<file path="src/hdl/bfiq_pkg.sv">
package bfiq_pkg;

  // Field widths fixed by the channel definitions.
  localparam int unsigned ActionW = 2;
  localparam int unsigned ByteW   = 8;
  localparam int unsigned KindW   = 2;
  localparam int unsigned FbitsW  = 17;
  localparam int unsigned HcntW   = 5;
  localparam int unsigned CfgIdxW = 2;
  localparam int unsigned CfgDatW = 17;
  localparam int unsigned HashW   = 64;
  localparam int unsigned StepW   = 6;

  // Action codes on the input channel.
  localparam logic [ActionW-1:0] ACT_INSERT = 2'd0;
  localparam logic [ActionW-1:0] ACT_QUERY  = 2'd1;
  localparam logic [ActionW-1:0] ACT_CLEAR  = 2'd2;
  localparam logic [ActionW-1:0] ACT_UNUSED = 2'd3;

  // Result kinds on the output channel.
  localparam logic [KindW-1:0] KIND_INSERT = 2'd0;
  localparam logic [KindW-1:0] KIND_QUERY  = 2'd1;
  localparam logic [KindW-1:0] KIND_CLEAR  = 2'd2;

  // Configuration register indexes.
  localparam logic [CfgIdxW-1:0] REG_FILTER_BITS = 2'd0;
  localparam logic [CfgIdxW-1:0] REG_HASH_COUNT  = 2'd1;

  // FNV-1a constants; the prime is 2^40 + 0x1B3.
  localparam logic [HashW-1:0] FNV_BASIS    = 64'hCBF2_9CE4_8422_2325;
  localparam int unsigned      FNV_SHIFT    = 40;
  localparam logic [8:0]       FNV_PRIME_LO = 9'h1B3;
  localparam logic [ByteW-1:0] SECOND_XOR   = 8'h5A;

  localparam logic [FbitsW-1:0] MIN_BITS   = 17'd64;
  localparam logic [HcntW-1:0]  MAX_PROBES = 5'd16;

  // Handshake between the sequencer and the remainder unit.
  typedef struct packed {
    logic                start;
    logic [HashW-1:0]    dividend;
    logic [FbitsW-1:0]   divisor;
  } rem_req_t;

  typedef struct packed {
    logic                done;
    logic [FbitsW-1:0]   rem;
  } rem_rsp_t;

endpackage

</file>
<file path="src/hdl/bfiq_fnv.sv">
module bfiq_fnv (
  input  logic [bfiq_pkg::HashW-1:0] hash_i,
  input  logic [bfiq_pkg::ByteW-1:0] byte_i,
  output logic [bfiq_pkg::HashW-1:0] hash_o
);

  logic [bfiq_pkg::HashW-1:0] mixed;

  // One FNV-1a round: xor the byte in, then multiply by the prime as
  // a shift by 40 plus a product with the low nine bits.
  assign mixed  = hash_i ^ {{(bfiq_pkg::HashW-bfiq_pkg::ByteW){1'b0}}, byte_i};
  assign hash_o = (mixed << bfiq_pkg::FNV_SHIFT)
                + (mixed * {{(bfiq_pkg::HashW-9){1'b0}}, bfiq_pkg::FNV_PRIME_LO});

endmodule

</file>
<file path="config.mk">
export PLATFORM = sky130hd
export DESIGN_NAME = bfiq_fnv
export DESIGN_NICKNAME = d
export VERILOG_FILES = /design/src/hdl/bfiq_pkg.sv /design/src/hdl/bfiq_fnv.sv
export SDC_FILE = /design/constraint.sdc
export NUM_CORES = 1
export LEC_CHECK = 0
export BUFFER_PORTS_ARGS = -buffer_cell sky130_fd_sc_hd__buf_2
export CORE_AREA = 2 2 144 146
export DETAILED_ROUTE_END_ITERATION = 6
export DIE_AREA = 0 0 146 148
export GPL_TIMING_DRIVEN = 0
export PLACE_DENSITY = 0.87
export SLEW_MARGIN = 20
export SYNTH_ARGS = -nofsm -noshare
export SYNTH_HDL_FRONTEND = slang
export SYNTH_SLANG_ARGS = --single-unit
</file>
<file path="constraint.sdc">
create_clock -name vclk -period 5.9
set_input_delay 0.295 -clock vclk [all_inputs]
set_output_delay 0.295 -clock vclk [all_outputs]
set_load 0.1 [all_outputs]
</file>
==> run metrics, run 1 <==
outcome complete, but fails checks; failing checks negative setup slack; shortest period the worst path allows 5.93 ns; num rows 52; register area 0 um^2; area of the multi-input gates 12000 um^2; DRT Wirelength 32.6 mm; routed length per placed instance 18.3 um; NumNets Final 1996; Slew @ Worst Pin 0.597 ns; pin count of the biggest net entering global routing 11; Initial DRC Count 568; Fin. Hold Viols 0; Distinct cells, synth 64; area delta synth->final 27.4%; Fmax achieved 0.169 GHz; port bufs approximately 140; Crit Path Class in -> out; Synth Cell Area 11900 um^2; unrepaired setup endpoints after global routing yes; CP arrival approximately 5.6 ns; gr usage total 0.288; fraction of layout cells with a size suffix above 1 0.240; wl on met1 12.4 mm; Max-Slew Margin vs Limit 0.598; cts hold-fix bufs 0; Final ANT Viol Nets 0; fillers ~1.3k; Mean Syn Cell Area 8.78 um^2; core area 20000 um^2; Die Ht around 150 um; via count 9854; final worst slack -0.0333 ns; first-pass GRT wire length about 50 mm; DP Wirelength roughly 27 mm; total grt overflow 0; Residual DRC 0; WL met2 ~17 mm; drt first pass iters 5; WP data required 5.61 ns; Hold Slack 1.43 ns; die extent in x 146 um; Die Area 21600 um^2; HP Class in -> out; fin. max-slew vios 0; highest metal layer with signal wires met5; Ports between 100 and 150; WL met3 about 2.3 mm; vias in the first global route 10.4k; Max Cap Viol 0; Seq cells 0; initial antenna violation count 1; Clock buffer cells 0; Syn Nets 1835; initial core utilization 0.594; Via density 5.51; sequential share of the synthesized area 0; Syn. warnings 0; Final GP Congestion approximately 0.95; Crit. End Element output pin; # setup viols final 2; peak fanout along the critical path 3; final worst-path cycle share 1.01; Mapped Cells about 1.4k; Startpoint Class input pin
repair_timing:
action                     4_1_cts  5_1_grt
pin swaps                       35       44
buffers inserted                21       10
setup endpoints to repair       43       31
cloned                           0        0
resized for setup               96       92
synth_stat cells, types with 3 or more instances:
| cell type | number | area (um^2) |
|---|---|---|
| clkbuf_1 | 11 | 41.3 |
| o21bai_1 | 8 | 60.1 |
| and2_1 | 9 | 56.3 |
| nand2b_1 | 10 | 62.6 |
| xor2_1 | 60 | 526 |
| a31oi_1 | 10 | 62.6 |
| fa_1 | 210 | 4200 |
| o22ai_1 | 4 | 25.0 |
| nand3_1 | 16 | 80.1 |
| and3_1 | 7 | 43.8 |
| a21o_1 | 47 | 353 |
| nor3_1 | 3 | 15.0 |
| nor2b_1 | 10 | 62.6 |
| o211ai_1 | 7 | 52.6 |
| nor2_1 | 31 | 116 |
| a21o_2 | 4 | 35.0 |
| nand2_1 | 58 | 218 |
| o21ai_0 | 35 | 175 |
| inv_1 | 406 | 1520 |
| nand4_1 | 11 | 68.8 |
| xnor2_1 | 78 | 683 |
| buf_6 | 3 | 33.8 |
| clkbuf_8 | 5 | 68.8 |
| a21oi_1 | 68 | 340 |
| ha_1 | 196 | 2450 |
final timing paths:
kind      start         end  slack (ns)  cells after the start
min   hash_i[1]   hash_o[2]        1.43                      6
max   hash_i[0]  hash_o[49]       -0.03                     23
metrics by stage:
step	area (um^2)	util	setup TNS, ns	setup WS (ns)	cells
after global placement	14000	0.701	-23.16	-1.03	1763
after detailed placement	14000	0.701	-25.57	-1.09	1763
after floorplan	13000	-	-8.71	-0.501	1357
after global routing	15200	0.757	-1.09	-0.150	1786
final	15200	0.757	-0.0517	-0.0333	1787
after CTS	14700	0.731	-0.00465	-0.00465	1780
per-layer routing:
layer / GRT usage / up-vias
li1: - / 4504
met1: 0.363 / 4874
met2: 0.508 / 377
met3: 0.0500 / 97
met4: 0.0913 / 2
met5: 0 / -
worst max-delay path: stages:
cell and delay (ns):
buf_2 0.15, xnor2_4 0.27, clkinvlp_4 0.20, ha_4 0.21, xor2_4 0.16, ha_4 0.16, or2_4 0.25, fa_1 0.50
fa_1 0.54, ha_4 0.22, ha_4 0.29, and3_4 0.19, a221oi_4 0.07, o211a_4 0.28, nor3b_4 0.33, o21bai_4 0.11
a2111oi_4 0.34, buf_4 0.20, nor2_4 0.05, o21ai_4 0.21, a31oi_4 0.14, xnor2_4 0.25, buf_12 0.21
kinds of logic (layout without fill, tap and decap cells):
group           count (synthesis)  count (layout)  synth area share
xor+xnor                      138             138             0.101
compound gates                216             216             0.126
buf+inv                       428             587             0.143
fa+ha+maj                     406             406             0.559
simple gates                  169             169            0.0711
other cells                     0               1                 0
placed cells by master (no fill, tap or decap), types with 6 or more instances in the layout:
| master | count |
|---|---|
| inv_1 | 400 |
| fa_1 | 209 |
| ha_1 | 154 |
| buf_2 | 107 |
| nand2_1 | 55 |
| a21oi_1 | 55 |
| a21o_1 | 47 |
| xnor2_1 | 42 |
| buf_4 | 32 |
| xor2_1 | 31 |
| o21ai_0 | 29 |
| nor2_1 | 29 |
| ha_4 | 26 |
| xor2_4 | 24 |
| xnor2_4 | 23 |
| ha_2 | 16 |
| nand3_1 | 15 |
| xnor2_2 | 13 |
| buf_12 | 12 |
| nand4_1 | 11 |
| nor2b_1 | 10 |
| nand2b_1 | 10 |
| a21oi_2 | 10 |
| buf_6 | 10 |
| and2_1 | 8 |
| and3_1 | 7 |
| o211ai_1 | 7 |
| o21ai_1 | 6 |
| o21bai_1 | 6 |
| clkbuf_4 | 6 |
area by class of cell:
class | instances | share of cell area
diodes | 1 | 0.000165
plain buffers | 15 | 0.00932
inverters | 406 | 0.101
multi-input cells | 929 | 0.789
well taps | 270 | 0.0223
repair buffers | 166 | 0.0778
Power of run 1 is not shown: default switching activity piles up to over one toggle a cycle in this logic, so the estimate is an artifact.
==> inputs of run 2 (changes only) <==
clock period = 6 ns   (was 5.9 ns; I/O delays follow)
==> run metrics, run 2 (synthesis gave the netlist of run 1 again) <==
Slew @ Worst Pin 0.515 ns (was 0.597 ns); Crit. End Element output pin (unchanged); routed length per placed instance 17.8 um (was 18.3 um); via count 9559 (was 9854); Max Cap Viol 0 (unchanged); first-pass GRT wire length 49.9 mm (was 50.1 mm); HP Class in -> out (unchanged); Crit Path Class in -> out (unchanged); vias in the first global route 9983 (was 10.4k); DP Wirelength 27.8 mm (was 26.8 mm); area delta synth->final 24.8% (was 27.4%); CP arrival 5.66 ns (was 5.64 ns); WP data required 5.70 ns (was 5.61 ns); most frequent cells in the layout inv_1 (403), fa_1 (210), ha_1 (157) (was inv_1 (400), fa_1 (209), ha_1 (154)); diodes inserted 0 (was 1); core area 20000 um^2 (unchanged); fin. max-slew vios 0 (unchanged); Core Util, Final 0.742 (was 0.757); initial antenna violation count 0 (was 1); total grt overflow 0 (unchanged); final worst slack 0.0429 ns (was -0.0333 ns); Hold EP hash_o[1] (was hash_o[2]); die extent in x 146 um (unchanged); Residual DRC 0 (unchanged); Final GP Congestion 0.959 (was 0.951); Fin. Hold Viols 0 (unchanged); outcome finished, final reports clean (was complete, but fails checks); pin count of the biggest net entering global routing 11 (unchanged); pre-CTS WS -1.11 ns (was -1.09 ns); peak fanout along the critical path 4 (was 3); register area 0 um^2 (unchanged); DRT Wirelength 31.7 mm (was 32.6 mm); Initial DRC Count 544 (was 568); Die Ht 148 um (unchanged); worst hold path stage count 5 (was 6); Startpoint Class input pin (unchanged); Seq cells 0 (unchanged); Hold Crit Start byte_i[0] (was hash_i[1]); Clock buffer cells 0 (unchanged); port bufs 136 (unchanged); Via density 5.38 (was 5.51); Die Area 21600 um^2 (unchanged); shortest period the worst path allows around 6.0 ns; drt first pass iters 5 (unchanged); # setup viols final 0 (was 2); Ports 136 (unchanged); most common cell after layout, fill and taps aside inv_1 (unchanged); NumNets Final 1988 (was 1996); fillers 1382 (was 1307); unrepaired setup endpoints after global routing yes (unchanged); Final ANT Viol Nets 0 (unchanged); initial core utilization 0.594 (unchanged); gr usage total 0.288 (about the same); num rows 52 (unchanged); fraction of layout cells with a size suffix above 1 0.226 (was 0.240); Max-Slew Margin vs Limit 0.653 (was 0.598); Fmax achieved approximately 0.17 GHz; final worst-path cycle share 0.993
-- run 2: cell types whose count changed in the layout (fill, tap and decap cells not counted), sizes merged --
cell	previous run	this run
diode	1	0
buf	165	160
clkbuf	16	13
-- run 2: per-layer routing --
layer | track usage | share of wire | vias to the layer above
li1 | - | - | 4485
met1 | 0.402 | 0.42 | 4698
met2 | 0.501 | 0.49 | 318
met3 | 0.0130 | 0.053 | 58
met4 | 0.0684 | 0.035 | 0
met5 | 0 | 0 | -
-- run 2: critical path: stages --
cell,delay (ns)
buf_2,0.14
xnor2_4,0.22
buf_4,0.19
inv_1,0.05
ha_2,0.39
xor2_4,0.24
xor2_1,0.20
fa_1,0.45
fa_1,0.56
ha_4,0.21
ha_4,0.29
and3_4,0.21
a221oi_4,0.08
o211a_4,0.28
nor3b_4,0.19
buf_6,0.15
o21bai_4,0.09
a2111oi_4,0.34
buf_4,0.20
nor2_2,0.07
o21ai_4,0.22
a31oi_4,0.14
xnor2_4,0.23
buf_12,0.20
-- run 2: layout make-up --
class | count | area [um^2] | share of cell area
multi-input cells | 929 | 11800 | 0.797
inverters | 406 | 1530 | 0.103
repair buffers | 157 | 1010 | 0.0681
well taps | 270 | 338 | 0.0227
plain buffers | 16 | 148 | 0.00993
-- run 2: through the flow --
stage	setup TNS (ns)	cell area, um^2	hold slack (ns)	std cells
floorplan	-6.17	13000	1.03	1357
global placement	-15.91	14000	1.41	1763
detailed placement	-17.82	14000	1.42	1763
CTS	-0.0778	14400	1.41	1775
global route	-0.326	14900	1.44	1778
finish	0	14900	1.41	1778
-- run 2: worst max path at each step --
stage,start,to,slack [ns]
floorplan,byte_i[0],hash_o[56],-0.41
finish,byte_i[2],hash_o[49],0.04
global route,hash_i[40],hash_o[63],-0.09
global placement,byte_i[2],hash_o[63],-1.03
detailed placement,byte_i[2],hash_o[63],-1.11
CTS,hash_i[23],hash_o[63],-0.08
-- run 2: what timing repair did --
| item | in CTS | in global routing |
|---|---|---|
| setup buffers | 13 | 8 |
| endpoints found under the setup margin | 39 | 29 |
| gates resized for setup | 70 | 69 |
| hold buffers | 0 | 0 |
| pin swaps | 19 | 20 |
Power of run 2 is left out for the same reason.
