--- src/hdl/bfiq_pkg.sv ---
package bfiq_pkg;

  // Field widths fixed by the channel definitions.
  localparam int unsigned ActionW = 2;
  localparam int unsigned ByteW   = 8;
  localparam int unsigned KindW   = 2;
  localparam int unsigned FbitsW  = 17;
  localparam int unsigned HcntW   = 5;
  localparam int unsigned CfgIdxW = 2;
  localparam int unsigned CfgDatW = 17;
  localparam int unsigned HashW   = 64;
  localparam int unsigned StepW   = 6;

  // Action codes on the input channel.
  localparam logic [ActionW-1:0] ACT_INSERT = 2'd0;
  localparam logic [ActionW-1:0] ACT_QUERY  = 2'd1;
  localparam logic [ActionW-1:0] ACT_CLEAR  = 2'd2;
  localparam logic [ActionW-1:0] ACT_UNUSED = 2'd3;

  // Result kinds on the output channel.
  localparam logic [KindW-1:0] KIND_INSERT = 2'd0;
  localparam logic [KindW-1:0] KIND_QUERY  = 2'd1;
  localparam logic [KindW-1:0] KIND_CLEAR  = 2'd2;

  // Configuration register indexes.
  localparam logic [CfgIdxW-1:0] REG_FILTER_BITS = 2'd0;
  localparam logic [CfgIdxW-1:0] REG_HASH_COUNT  = 2'd1;

  // FNV-1a constants; the prime is 2^40 + 0x1B3.
  localparam logic [HashW-1:0] FNV_BASIS    = 64'hCBF2_9CE4_8422_2325;
  localparam int unsigned      FNV_SHIFT    = 40;
  localparam logic [8:0]       FNV_PRIME_LO = 9'h1B3;
  localparam logic [ByteW-1:0] SECOND_XOR   = 8'h5A;

  localparam logic [FbitsW-1:0] MIN_BITS   = 17'd64;
  localparam logic [HcntW-1:0]  MAX_PROBES = 5'd16;

  // Handshake between the sequencer and the remainder unit.
  typedef struct packed {
    logic                start;
    logic [HashW-1:0]    dividend;
    logic [FbitsW-1:0]   divisor;
  } rem_req_t;

  typedef struct packed {
    logic                done;
    logic [FbitsW-1:0]   rem;
  } rem_rsp_t;

endpackage

--- src/hdl/bfiq_rem.sv ---
module bfiq_rem (
  input  logic                 clk_i,
  input  logic                 rst_ni,
  input  bfiq_pkg::rem_req_t   req_i,
  output bfiq_pkg::rem_rsp_t   rsp_o
);

  logic [bfiq_pkg::HashW-1:0]  dvd_q, dvd_d;
  logic [bfiq_pkg::FbitsW-1:0] div_q, div_d;
  logic [bfiq_pkg::FbitsW-1:0] rem_q, rem_d;
  logic [bfiq_pkg::StepW-1:0]  cnt_q, cnt_d;
  logic                        busy_q, busy_d;
  logic                        done_q, done_d;
  logic [bfiq_pkg::FbitsW:0]   trial;
  logic [bfiq_pkg::FbitsW:0]   diff;

  // One restoring step: bring in the next dividend bit, subtract if it fits.
  assign trial = {rem_q, dvd_q[bfiq_pkg::HashW-1]};
  assign diff  = trial - {1'b0, div_q};

  always_comb begin
    dvd_d  = dvd_q;
    div_d  = div_q;
    rem_d  = rem_q;
    cnt_d  = cnt_q;
    busy_d = busy_q;
    done_d = 1'b0;
    if (req_i.start) begin
      dvd_d  = req_i.dividend;
      div_d  = req_i.divisor;
      rem_d  = '0;
      cnt_d  = '0;
      busy_d = 1'b1;
    end else if (busy_q) begin
      dvd_d = dvd_q << 1;
      rem_d = (trial >= {1'b0, div_q}) ? diff[bfiq_pkg::FbitsW-1:0]
                                       : trial[bfiq_pkg::FbitsW-1:0];
      cnt_d = cnt_q + 1'b1;
      if (cnt_q == '1) begin
        busy_d = 1'b0;
        done_d = 1'b1;
      end
    end
  end

  always_ff @(posedge clk_i or negedge rst_ni) begin
    if (!rst_ni) begin
      busy_q <= 1'b0;
      done_q <= 1'b0;
      cnt_q  <= '0;
    end else begin
      busy_q <= busy_d;
      done_q <= done_d;
      cnt_q  <= cnt_d;
    end
  end

  always_ff @(posedge clk_i) begin
    dvd_q <= dvd_d;
    div_q <= div_d;
    rem_q <= rem_d;
  end

  assign rsp_o.done = done_q;
  assign rsp_o.rem  = rem_q;

endmodule

--- config.mk ---
export PLATFORM = sky130hd
export DESIGN_NAME = bfiq_rem
export DESIGN_NICKNAME = d
export VERILOG_FILES = /design/src/hdl/bfiq_pkg.sv /design/src/hdl/bfiq_rem.sv
export SDC_FILE = /design/constraint.sdc
export NUM_CORES = 1
export LEC_CHECK = 0
export BUFFER_PORTS_ARGS = -buffer_cell sky130_fd_sc_hd__clkbuf_2
export CELL_PAD_IN_SITES_DETAIL_PLACEMENT = 1
export CELL_PAD_IN_SITES_GLOBAL_PLACEMENT = 2
export CORE_MARGIN = 4
export CORE_UTILIZATION = 34
export DETAILED_ROUTE_END_ITERATION = 10
export PLACE_DENSITY_LB_ADDON = 0.25
export SLEW_MARGIN = 20
export SYNTH_ARGS = -nofsm -noshare
export SYNTH_HDL_FRONTEND = slang
export SYNTH_SLANG_ARGS = --single-unit
export TNS_END_PERCENT = 100
--- constraint.sdc ---
create_clock -name clk_i -period 2.6 [get_ports clk_i]
set_input_delay 0.26 -clock clk_i [delete_from_list [all_inputs] [get_ports clk_i]]
set_output_delay 0.26 -clock clk_i [all_outputs]
set_load 0.05 [all_outputs]
==> results of run 1 <==
[stage by stage]
| step | area (sq um) | hold WS, ps | setup WS, ps | utilization (%) |
|---|---|---|---|---|
| global route | 6500 | 64.3 | -137 | 42.9 |
| finish | 6500 | 78.8 | 13.7 | 42.9 |
| CTS | 6420 | 59.0 | 17.5 | 42.4 |
| floorplan | 5230 | -35.6 | 16.5 | - |
| global placement | 6080 | 125 | 34.0 | 40.2 |
| detailed placement | 6080 | 125 | -141 | 40.2 |
[cell families (layout without fill, tap and decap cells)]
kind of cell	after synthesis	after routing	synth area share [%]
DFF	106	106	56.8
AOI/OAI and AO/OA	73	73	10.5
muxes	74	74	15.7
adders and majority gates	19	19	4.69
and+or+nand+nor	74	74	6.89
buffers and inverters	41	167	3.13
xor gates and xnor gates	14	14	2.34
[placed cells by master (no fill, tap or decap), types with 11 or more instances in the layout]
master,synthesis,layout
clkbuf_2,0,100
edfxtp_1,81,81
ha_1,18,17
buf_4,2,24
mux2_2,63,63
mux2i_1,11,11
inv_1,23,21
dfxtp_1,17,17
nor2_1,28,28
nand2_1,15,13
[layout make-up]
| type | count | share of cell area [%] |
|---|---|---|
| clock buffer | 10 | 3.52 |
| clock inverter | 6 | 1.10 |
| inverter | 23 | 1.33 |
| multi-input combinational | 254 | 33.3 |
| sequential | 106 | 45.7 |
| tap | 188 | 3.62 |
| timing repair buffer | 128 | 11.4 |
[power groups by stage]
stage | Combinational (uW) | Clock, uW | Sequential, uW
global route | 457 | 1540 | 2030
global placement | 392 | 0 | 2050
finish | 411 | 1420 | 2010
detailed placement | 404 | 0 | 2050
floorplan | 252 | 0 | 2050
CTS | 410 | 1480 | 2020
[metal layers]
metal  wire (microns)  GRT usage (%)
met1             5240           17.0
met2             5810           23.1
met3              801           5.27
met4              157           4.08
met5               25              0
[flip-flops by register name, indices dropped and copies added, names as in the netlist]
name    cells
div_q      17
cnt_q       6
busy_q      1
rem_q      17
done_q      1
dvd_q      64
[Yosys cell counts (4+ instances only)]
| library cell | count | area share [%] |
|---|---|---|
| edfxtp_1 | 81 | 46 |
| mux2_2 | 63 | 14 |
| nor2_1 | 28 | 2.0 |
| inv_1 | 23 | 1.6 |
| ha_1 | 18 | 4.3 |
| dfxtp_1 | 17 | 6.5 |
| nand2_1 | 15 | 1.1 |
| clkbuf_1 | 14 | 1.0 |
| a211oi_1 | 13 | 1.9 |
| a21oi_1 | 11 | 1.1 |
| mux2i_1 | 11 | 2.1 |
| o21ai_0 | 11 | 1.1 |
| dfrtp_1 | 8 | 3.8 |
| a21o_1 | 7 | 1.0 |
| xnor2_1 | 7 | 1.2 |
| xor2_1 | 7 | 1.2 |
| nand2b_1 | 5 | 0.60 |
| o21a_1 | 5 | 0.72 |
| nand3_1 | 4 | 0.38 |
| nor3_1 | 4 | 0.38 |
[repair_timing]
action                                  CTS  global route
pin swaps                                 3            13
endpoints found under the setup margin   16            17
hold buffers                              1             0
hold endpoints to repair                  8             0
buffers inserted                          3             2
gates resized for setup                   2            18
[final timing paths]
path                                              from                     end  slack (ps)  cells after the start
worst min-delay path                         req_i[13]     div_q[13]$_DFFE_PP_          80                      1
worst max-delay path               dvd_q[63]$_DFFE_PP_  rem_q[16]$_SDFFE_PP0P_          10                     11
max in group asynchronous                       rst_ni    cnt_q[5]$_DFFE_PN0P_        2120                      2
min in group asynchronous                       rst_ni        busy_q$_DFF_PN0_         290                      2
worst min register to register  rem_q[13]$_SDFFE_PP0P_  rem_q[13]$_SDFFE_PP0P_         520                      2
worst max register to register     dvd_q[63]$_DFFE_PP_  rem_q[16]$_SDFFE_PP0P_          10                     11
==> reports/qor.yml, run 1 <==
cpPeakStageDelay_ps: 390
io_buffers: 101
antenna_cells: 0
p_int_uw: 2950
path_buf_inv: 3
drive_gt1_share_pct: 43.3
seq_area_sq_um: 2970
cts_tree: "yes"
grt_max_degree: 63
drc: 0
finalCritPeriodShare_pct: 99.5
die_w_microns: 132
p_comb_share_pct: 10.7
maxCapViolations: 0
multi_input_area_sq_um: 2170
place_inst: 693
drv_slew: 0
path_cells: "inv_1, ha_2, inv_2, fa_2, a211oi_2, o211ai_2, buf_4, a311o_1, a21oi_2, o211ai_1, a311oi_2"
viasPerCell: 5.00
status: "finished clean"
final_net_count: 625
cp-start-kind: "flip-flop"
setup_viol: 0
rows: 45
ys_seq_area_share_pct: 56.8
avgSynthCellArea_sq_um: 13.1
clk_latency_ps: 350
syn-num-nets: 504
cts_num_sinks: 106
period_minus_slack_ps: 2590
ir_drop_uv: 428
worst_pin_slew_ps: 571
ctsRootBufferMaster: "clkbuf_16"
dr.pass1.iters: 4
core_region_area_sq_um: 15100
rsz0062_at_grt: "true"
fin_tns_setup_ps: 0
antenna_left: 0
synth_seq_cells: 106
crit_arrival_ps: 2850
final_hold_viol_count: 0
finalWeightedCongestion: 0.786
critPathTopFamily: "compound AO/OA/AOI/OAI gates"
clockPowerShare_pct: 37.0
synth_warnings: 0
synthDistinctLibCells: 55
fillerInstances: 1638
wl_per_cell_microns: 16.8
slew_headroom_pct: 61.9
grt_pass1_vias: 3768
critPathSlowestCell: "edfxtp_1"
cts_buffer_depth: 2
drt-initial-drc-count: 168
worst-setup-path-type: "reg -> reg"
crit_fanout: 3
syn-instance-count: 401
worst_hold_path_type: "in -> reg"
max_freq_mhz: 387
power_density_nw_per_um2: 592
endpoint_kind: "flip-flop"
crit_required_ps: 2860
num_vias: 3576
layout.cells.non_filler: 715
path_clk_slew_ps: 80
antenna_found_initial: 2
track_usage_pct: 13.9
p_leak_uw: 0.00273
async_flop_share_pct: 7.55
fin_skew_ps: 12.0
cts_max_level: 3
grt_pass1_wl_microns: 19500
initial_core_util_pct: 34.6
synth-main-ff-cell: "edfxtp_1"
fp.dieH_microns: 132
p_sw_share_pct: 23.3
synth_area_sq_um: 5230
total_power_uw: 3850
area_delta_synth_final_pct: 24.2
dieArea_sq_um: 17400
io_pins: 102
synth-edff-count: 81
wl_microns: 12000
p_switching_uw: 895
grt_overflow: 0
p_seq_share_pct: 52.4
cts_inserted_buffers: 9
hpwl_microns: 8570
(Power assumes the default switching activity.)
==> inputs of run 2 (changes only) <==
--- a/config.mk
+++ b/config.mk
@@ -8,7 +8,6 @@
 export BUFFER_PORTS_ARGS = -buffer_cell sky130_fd_sc_hd__clkbuf_2
 export CELL_PAD_IN_SITES_DETAIL_PLACEMENT = 1
-export CELL_PAD_IN_SITES_GLOBAL_PLACEMENT = 2
-export CORE_MARGIN = 4
-export CORE_UTILIZATION = 34
+export CELL_PAD_IN_SITES_GLOBAL_PLACEMENT = 1
+export CORE_UTILIZATION = 40
 export DETAILED_ROUTE_END_ITERATION = 10
 export PLACE_DENSITY_LB_ADDON = 0.25
==> constraint.sdc (replaced) <==
create_clock -name clk_i -period 2.6 [get_ports clk_i]
set_input_delay 0.13 -clock clk_i [delete_from_list [all_inputs] [get_ports clk_i]]
set_output_delay 0.13 -clock clk_i [all_outputs]
set_load 0.05 [all_outputs]
==> reports/qor.yml, run 2 (synthesis results as in run 1) <==
finalCritPeriodShare_pct: 102
crit_path_end: "rem_q[8]$_SDFFE_PP0P_"
cts_buffer_depth: 2
period_minus_slack_ps: 2640
reg.largest.list: "dvd_q: 64 flops, div_q: 17 flops, rem_q: 17 flops"
io_pins: 102
path_clk_slew_ps: 70
grt_pass1_wl_microns: 18700
max_freq_mhz: 379
grt_max_degree: 70
final_hold_viol_count: 0
area_delta_synth_final_pct: 29.8
rrSetupSlack_ps: -40
crit_arrival_ps: 2900
wl_per_cell_microns: 16.4
io_buffers: 101
r2r-start: "dvd_q[63]$_DFFE_PP_"
cts_inserted_buffers: 9
setup_viol: 9
cpPeakStageDelay_ps: 380
hold_slack_ps: 69.6
core_region_area_sq_um: 12700
drc: 0
r2r_cells: 14
wl_microns: 11900
crit_required_ps: 2860
finalWeightedCongestion: 0.799
p_leak_uw: 0.00286
final_net_count: 651
antenna_cells: 0
track_usage_pct: 18.2
crit_fanout: 7
place_ws_ps: -157
hpwl_microns: 8130
drt-initial-drc-count: 131
cts_tree: "yes"
rows: 41
rsz0062_at_grt: "true"
clk_latency_ps: 350
startpoint: "dvd_q[63]$_DFFE_PP_"
path_cells: "inv_1, ha_2, inv_2, fa_2, a211oi_2, o211ai_2, a41oi_2, buf_4, a22oi_4, buf_12, buf_12, nand2_1, o21ai_2, a211oi_2"
initial_core_util_pct: 41.3
worst_pin_slew_ps: 590
status: "finished, violations left"
die_w_microns: 116
grt_overflow: 0
viasPerCell: 5.13
fp.dieH_microns: 116
drv_slew: 0
setup_ws_ps: -39.1
slew_headroom_pct: 60.5
final_common_cell: "clkbuf_2"
cts_num_sinks: 106
antenna_left: 0
endpoint_kind: "flip-flop"
place_inst: 675
power_density_nw_per_um2: 550
violations: "setup timing"
fin_tns_setup_ps: -197
fin_skew_ps: 10.9
maxCapViolations: 0
largest-register: "dvd_q"
antenna_found_initial: 0
layout_common_cells: "clkbuf_2, edfxtp_1, mux2_2, nor2_1, buf_4"
dr.pass1.iters: 4
grt_pass1_vias: 3859
largest_reg_flops: 64
dieArea_sq_um: 13500
critPathSlowestCell: "edfxtp_1"
worst-setup-path-type: "reg -> reg"
worst_hold_path_type: "in -> reg"
r2r_end: "rem_q[8]$_SDFFE_PP0P_"
num_vias: 3721
ir_drop_uv: 420
ctsRootBufferMaster: "clkbuf_16"
layout.cells.non_filler: 725
cp-start-kind: "flip-flop"
cts_max_level: 3
drive_gt1_share_pct: 44.5
[run 2: cell types whose count changed in the layout (fill, tap and decap cells not counted), sizes merged, moves of 2 or more]
cell         before  now
dlygate4sd3       1   18
buf              27   34
clkbuf          110  112
clkinv            1    3
[run 2: cell type report]
type                       instances  area [sq um]
multi-input combinational        255          2230
sequential                       106          2970
clock buffer                      11           233
inverter                          23          86.3
tap                              172           215
timing repair buffer             153          1020
clock inverter                     5          38.8
fill                            1351          5880
[run 2: report_power, final]
part	internal (uW)	switching (uW)	total [uW]	leakage (uW)
Combinational	247	200	447	0.00163
Sequential	1970	45.3	2020	0.00109
Clock	659	616	1280	0.000136
Total	2880	862	3740	0.00286
[run 2: critical path, delay by kind of cell (launching register included)]
family | cells | cell delay [ps]
compound gates | 6 | 960
fa+ha+maj | 2 | 550
buf+inv | 5 | 570
flops | 1 | 380
simple gates | 1 | 80
[run 2: metal layers]
layer,wire length [microns],GRT usage [%],up-vias
met4,183,6.15,0
li1,-,-,1795
met5,0,0,-
met1,5100,21.8,1831
met3,629,5.86,16
met2,5960,30.8,79
[run 2: worst min path at each step]
stage,from,to,slack [ps],cells after the start
floorplan,rst_ni,busy_q$_DFF_PN0_,-170,0
global placement,rst_ni,done_q$_DFF_PN0_,-10,1
detailed placement,rst_ni,done_q$_DFF_PN0_,-9,1
CTS,req_i[17],dvd_q[0]$_SDFFCE_PN0P_,60,2
global route,req_i[64],dvd_q[47]$_DFFE_PP_,60,2
finish,req_i[17],dvd_q[0]$_SDFFCE_PN0P_,70,2
[run 2: per-stage QoR]
stage / total power (uW) / utilization (%) / cell area (sq um)
3_3_place_gp: 2440 / 47.8 / 6060
6_report: 3740 / 53.6 / 6800
5_1_grt: 3900 / 53.6 / 6800
4_1_cts: 3780 / 51.9 / 6580
3_5_place_dp: 2460 / 47.8 / 6060
2_1_floorplan: 2300 / - / 5230
[run 2: timing repair]
item	4_1_cts	5_1_grt
endpoints found under the hold margin	25	0
gates cloned	1	1
pin swaps	5	24
resized for setup	3	26
setup endpoints to repair	16	16
hold buffers	18	0
setup buffers	6	8
==> inputs of run 3 (changes only) <==
- CORE_UTILIZATION: 40 -> 48
- clock period: 2.6 -> 3.1 ns (I/O delays scaled with it)
==> reports/qor.yml, run 3 (synthesis results as in run 1) <==
path_buf_inv: 3
fin_tns_setup_ps: 0
cts_num_sinks: 106
drt-initial-drc-count: 171
place_inst: 625
antenna_cells: 0
cts_inserted_buffers: 9
clockPowerShare_pct: 29.1
layout_common_cells: "clkbuf_2, edfxtp_1, mux2_2, nor2_1, inv_1"
antenna_left: 0
reg.largest.list: "dvd_q: 64 flops, div_q: 17 flops, rem_q: 17 flops"
maxCapViolations: 0
final_hold_viol_count: 0
ir_drop_uv: 345
crit_fanout: 18
post-cts-setup-buffers: 0
fin_skew_ps: 10.6
io_pins: 102
cts_tree: "yes"
period_minus_slack_ps: 2830
hold_depth: 2
drc: 0
utilization_pct: 59.8
ctsRootBufferMaster: "clkbuf_8"
wl_microns: 11400
wl_per_cell_microns: 17.4
max_freq_mhz: 354
drive_gt1_share_pct: 37.3
dr.pass1.iters: 4
cp-start-kind: "flip-flop"
worst_hold_path_type: "in -> reg"
cpPeakStageDelay_ps: 430
p_comb_share_pct: 12.0
finalWeightedCongestion: 0.817
worstHoldEndpoint: "dvd_q[0]$_SDFFCE_PN0P_"
drv_slew: 0
path_clk_slew_ps: 110
hpwl_microns: 7930
status: "finished clean"
power_density_nw_per_um2: 459
grt_pass1_vias: 3809
rrSetupSlack_ps: 270
slew_headroom_pct: 60.9
r2r-start: "dvd_q[63]$_DFFE_PP_"
layout.cells.non_filler: 659
cts_max_level: 3
p_leak_uw: 0.00262
p_sw_share_pct: 24.7
track_usage_pct: 21.4
fp.dieH_microns: 106
setup_viol: 0
final_net_count: 621
clk_latency_ps: 390
worst-setup-path-type: "reg -> reg"
rows: 37
path_cells: "inv_1, ha_1, inv_1, fa_1, a211oi_2, o211ai_2, a41oi_2, a22oi_4, buf_4, mux2i_1, a211oi_1"
endpoint_kind: "flip-flop"
critPathSlowestCell: "fa_1"
finalCritPeriodShare_pct: 91.2
cpMostUsedCell: "inv_1"
p_switching_uw: 710
cts_buffer_depth: 2
p_seq_share_pct: 58.9
p_int_uw: 2160
antenna_found_initial: 0
worst_pin_slew_ps: 586
io_buffers: 101
r2r_end: "rem_q[3]$_SDFFE_PP0P_"
crit_required_ps: 3400
initial_core_util_pct: 50.0
critPathTopFamily: "compound AO/OA/AOI/OAI gates"
num_vias: 3530
grt_pass1_wl_microns: 18500
r2r_cells: 11
core_region_area_sq_um: 10500
largest-register: "dvd_q"
die_w_microns: 106
area_delta_synth_final_pct: 19.6
viasPerCell: 5.36
min-delay-start: "req_i[17]"
largest_reg_flops: 64
rsz0062_at_grt: "false"
final_common_cell: "clkbuf_2"
crit_arrival_ps: 3130
hold_slack_ps: 43.1
dieArea_sq_um: 11300
grt_overflow: 0
grt_max_degree: 79
-- run 3: changes by cell type in the layout (fill, tap and decap cells not counted), moves of 3 or more --
cell,change
a211oi_1,+5
a211oi_2,-5
buf_12,-3
buf_4,-23
clkbuf_16,-10
clkbuf_8,+10
clkinvlp_4,+3
-- run 3: power groups by stage --
stage	clock (uW)	combinational [uW]	sequential (uW)
floorplan	0	212	1720
finish	836	346	1690
global placement	0	310	1720
CTS	859	347	1690
global route	901	382	1700
detailed placement	0	326	1720
-- run 3: what timing repair did --
item | in CTS | in global routing
setup endpoints to repair | 0 | 3
gates resized for setup | 0 | 1
hold endpoints to repair | 25 | 0
hold buffers | 18 | 0
-- run 3: per-layer routing --
metal | vias up | track usage [%] | wire length [microns]
met5 | - | 0 | 0
met4 | 0 | 8.41 | 218
met3 | 16 | 5.70 | 512
met2 | 71 | 38.2 | 6020
met1 | 1705 | 24.4 | 4680
li1 | 1738 | - | -
-- run 3: worst max path at each step --
stage,from,endpoint,slack [ps],depth (start not counted)
after floorplan,rem_q[14]$_SDFFE_PP0P_,rem_q[1]$_SDFFE_PP0P_,530,8
after global placement,dvd_q[63]$_DFFE_PP_,rem_q[1]$_SDFFE_PP0P_,360,11
after detailed placement,dvd_q[63]$_DFFE_PP_,rem_q[3]$_SDFFE_PP0P_,160,11
after CTS,dvd_q[63]$_DFFE_PP_,rem_q[3]$_SDFFE_PP0P_,130,11
after global routing,dvd_q[63]$_DFFE_PP_,rem_q[0]$_SDFFE_PP0P_,60,12
final,dvd_q[63]$_DFFE_PP_,rem_q[3]$_SDFFE_PP0P_,270,11
-- run 3: worst reg2reg max path, cell delays in order, from the launching register on --
cell      delay [ps]
edfxtp_1         400
inv_1             70
ha_1             160
inv_1             50
fa_1             430
a211oi_2         310
o211ai_2         160
a41oi_2          290
a22oi_4          210
buf_4            250
mux2i_1          130
a211oi_1         270
-- run 3: layout make-up --
class | count | area [sq um]
Multi-Input combinational cell | 254 | 2100
Fill cell | 1113 | 4200
Sequential cell | 106 | 2970
Timing Repair Buffer | 124 | 738
Clock inverter | 6 | 51.3
Tap cell | 136 | 170
Clock buffer | 10 | 138
Inverter | 23 | 86.3
-- run 3: per-stage QoR --
step / cell area, sq um / setup slack, ps / total power (uW)
3_5_place_dp: 5880 / 159 / 2050
6_report: 6260 / 272 / 2870
4_1_cts: 6250 / 131 / 2900
3_3_place_gp: 5880 / 363 / 2030
2_1_floorplan: 5230 / 532 / 1930
5_1_grt: 6260 / 58.8 / 2990
